<file path="src/sv/rbst_pkg.sv">
// ---------------------------------------------------------------------------
// rbst_pkg
// shared constants for the ray versus box slab test
// ---------------------------------------------------------------------------
package rbst_pkg;

    localparam int COORD_BITS = 32;
    localparam int FRAC_BITS  = 16;

    localparam int NUM_REGS = 6;
    localparam int IDX_BITS = 3;

    localparam logic [IDX_BITS-1:0] REG_MIN_X = 3'd0;
    localparam logic [IDX_BITS-1:0] REG_MIN_Y = 3'd1;
    localparam logic [IDX_BITS-1:0] REG_MIN_Z = 3'd2;
    localparam logic [IDX_BITS-1:0] REG_MAX_X = 3'd3;
    localparam logic [IDX_BITS-1:0] REG_MAX_Y = 3'd4;
    localparam logic [IDX_BITS-1:0] REG_MAX_Z = 3'd5;

endpackage

</file>
<file path="src/sv/rbst_merge.sv">
// ---------------------------------------------------------------------------
// rbst_merge
// combines the three lanes into entry, exit and the hit flag
// ---------------------------------------------------------------------------
module rbst_merge #(
    parameter int CB = rbst_pkg::COORD_BITS
) (
    input  logic                 i_clk,
    input  logic                 i_en,
    input  logic signed [CB-1:0] i_tn [3],
    input  logic signed [CB-1:0] i_tf [3],
    input  logic [2:0]           i_miss,
    output logic                 o_hit
);

    logic signed [CB-1:0] r_entry, r_exit, n_entry, n_exit;
    logic                 r_miss;

    always_comb begin
        n_entry = i_tn[0];
        n_exit  = i_tf[0];
        for (int k = 1; k < 3; k++) begin
            if (i_tn[k] > n_entry) n_entry = i_tn[k];
            if (i_tf[k] < n_exit)  n_exit  = i_tf[k];
        end
    end

    always_ff @(posedge i_clk) begin
        if (i_en) begin
            r_entry <= n_entry;
            r_exit  <= n_exit;
            r_miss  <= |i_miss;
        end
    end

    assign o_hit = !r_miss && (r_exit >= r_entry);

endmodule

</file>
<file path="config.mk">
export PLATFORM = sky130hd
export DESIGN_NAME = rbst_merge
export DESIGN_NICKNAME = d
export VERILOG_FILES = /design/src/sv/rbst_pkg.sv /design/src/sv/rbst_merge.sv
export SDC_FILE = /design/constraint.sdc
export NUM_CORES = 1
export LEC_CHECK = 0
export BUFFER_PORTS_ARGS = -buffer_cell sky130_fd_sc_hd__buf_4
export CORE_UTILIZATION = 55
export CTS_CLUSTER_DIAMETER = 120
export DETAILED_ROUTE_END_ITERATION = 8
export MAX_ROUTING_LAYER = met4
export PLACE_DENSITY = 0.8
export SLEW_MARGIN = 15
export SYNTH_ARGS = -nofsm -noshare
export SYNTH_HDL_FRONTEND = slang
export SYNTH_SLANG_ARGS = --single-unit
</file>
<file path="constraint.sdc">
create_clock -name i_clk -period 7.8 [get_ports i_clk]
set_input_delay 1.56 -clock i_clk [delete_from_list [all_inputs] [get_ports i_clk]]
set_output_delay 1.56 -clock i_clk [all_outputs]
set_load 0.02 [all_outputs]
</file>
==> metrics.cfg <==
[outcome]
status = finished, final reports clean

[timing]
hold_viol = 0
hold_slack_ns = 1.50
slew_headroom = 0.208
worstMarginPinSlew_ns = 1.19
fin_crit_sh = 0.870
min_period_ns = 6.79
setup_violations = 0
rsz0062_at_grt = no
clock.fmax_mhz = 147
setup_ws_ns = 1.01
slew_violations = 0
timing.setup.tns_ns = 0

[floorplan]
die_h_um = 121
core_mm2 = 0.0139
num_rows = 43
ios = 198
die-area_mm2 = 0.0148
die_x_um = 121
start_util = 0.566

[clocking]
holdBufCountCts = 0
cts_tree = done
cts_max_path_buffers = 2
numCtsBuffers = 9
htree_levels = 3
cts_setup_buffers = 0
cts_root_buf = clkbuf_16
cts_resized = 0
numClockSinks = 65
clkSlewWorstSetupHoldPaths_ns = 0.05

[synth]
synth_ff_type = edfxtp_1
synth.net_count = 1236
avgSynthCellArea_um2 = 8.91
syn-cell-area_mm2 = 0.00785
synth_top_area_cell = ha_1
synthCells = 881
netlist.area_leader.share = 0.252
synth_area_leaders = ha_1, edfxtp_1, mux2i_1, inv_1, a21oi_1
yosysMostFrequentCell = ha_1
yosysWarningCount = 0
synth_edf_count = 65
ys_types = 54
async_flop_share = 0
synth-seq-cells = 65
seq_area_frac_synth = 0.249
synth_common_cells = ha_1, inv_1, a21oi_1

[layout]
fin_util = 0.706
nFillCells = 1155
register_area_mm2 = 0.00195
layout-drive-gt1-share = 0.218
syn_to_final_growth_pct = 24.8
multi_input_area_mm2 = 0.00523
antennaDiodeCount = 0
nets = 1422

[worst_hold_path]
hold_class = in -> reg
whs_path_depth = 2
hold_path_startpoint = i_miss[2]
min_to = r_miss$_DFFE_PP_

[worst_setup_path]
crit_path_start_kind = input pin
worstPathRequired_ns = 7.86
crit_path_end_kind = flop
path_max_fanout = 28
arrival_ns = 6.85
crit_type = in -> reg

[placement]
pre_cts_ws_ns = 0.706
hpwlAfterDp_um = 16800
place.gp.congestion = 0.947
io_buffers = 197

[routing]
ant_nets = 0
vias_per_cell = 5.85
drc = 0
wl_per_cell_um = 16.5
wl_um = 20700
drtPass1Iterations = 6
vias = 7321
dr.first_iter.drc_count = 499

[global_routing]
grt_usage = 0.294
antenna_found_initial = 0
grt_pass1_wl_um = 33100
grt_start_max_net_pins = 66
overflow = 0
first_global_vias = 7175

[pwr]
irDropWorstVdd_v = 0.000110
powerDensity_mw_per_mm2 = 169
p_total_mw = 1.65
p_leak_nw = 4.84

[run]
drv_cap = 0

power breakdown:
group / total, mW / switching [mW] / internal, mW
combinational: 0.774 / 0.415 / 0.359
clock: 0.381 / 0.137 / 0.243
sequential: 0.496 / 0.0204 / 0.476
metal layers:
layer  vias up  GRT usage  routed length (um)
li1       3646          -                   -
met4         0     0.0872                 505
met3        47     0.0475                1250
met1      3385      0.362                8540
met2       243      0.495               10400
met5         -          -                   0
sequential cells by signal, indices dropped and copies added (netlist names):
signal,count
r_entry,32
r_exit,32
r_miss,1
through the flow:
stage               instance area, um^2  std cells
floorplan                          7850        881
global placement                   9520       1236
detailed placement                 9520       1236
CTS                                9800       1252
global route                       9800       1252
finish                             9800       1252
critical path, stage by stage:
cell and delay [ns]:
buf_4 0.12, ha_1 0.29, a2111oi_2 0.34, o32ai_1 0.14, or4_4 0.47, a31oi_4 0.22, mux2i_4 0.56, buf_4 0.39
mux2i_2 0.29, ha_1 0.17, a21oi_1 0.10, o21a_1 0.20, o221ai_1 0.30, nor2_1 0.09, or4b_2 0.69, a21oi_1 0.27
a21oi_4 0.13, buf_4 0.32, mux2i_1 0.18
layout by cell type, fill, tap and decap left out, drive strengths merged, types with 25 or more instances in the layout:
master / synthesis / final
edfxtp: 65 / 65
mux2i: 67 / 67
nand4: 25 / 25
nand2: 27 / 27
o21ai: 49 / 49
inv: 136 / 136
nor2: 58 / 58
a21boi: 34 / 34
buf: 7 / 208
ha: 158 / 158
a41oi: 31 / 31
a21oi: 69 / 69
kinds of logic after synthesis:
group           after synthesis  synth area share
flops                        65             0.249
fa+ha+maj                   158             0.252
mux                          68            0.0897
compound gates              254             0.217
buf+inv                     169            0.0867
simple gates                167             0.106
how the worst max path moves through the flow:
stage / to / start / slack (ns) / cells past startpoint
2_1_floorplan: r_exit[11]$_DFFE_PP_ / i_tf[65] / 1.85 / 19
3_3_place_gp: r_exit[23]$_DFFE_PP_ / i_tf[33] / 0.91 / 19
3_5_place_dp: r_exit[13]$_DFFE_PP_ / i_tf[33] / 0.71 / 19
4_1_cts: r_exit[13]$_DFFE_PP_ / i_tf[33] / 1.05 / 19
5_1_grt: r_entry[10]$_DFFE_PP_ / i_tn[51] / 0.63 / 21
6_report: r_exit[21]$_DFFE_PP_ / i_tf[33] / 1.01 / 19
layout make-up:
type	count	share of cell area
tap	180	0.0230
clock inverter	5	0.00472
sequential	65	0.199
multi-input combinational	647	0.534
timing repair buffer	208	0.163
clock buffer	11	0.0238
inverter	136	0.0521
No activity file was read; power rests on OpenSTA's default activity.
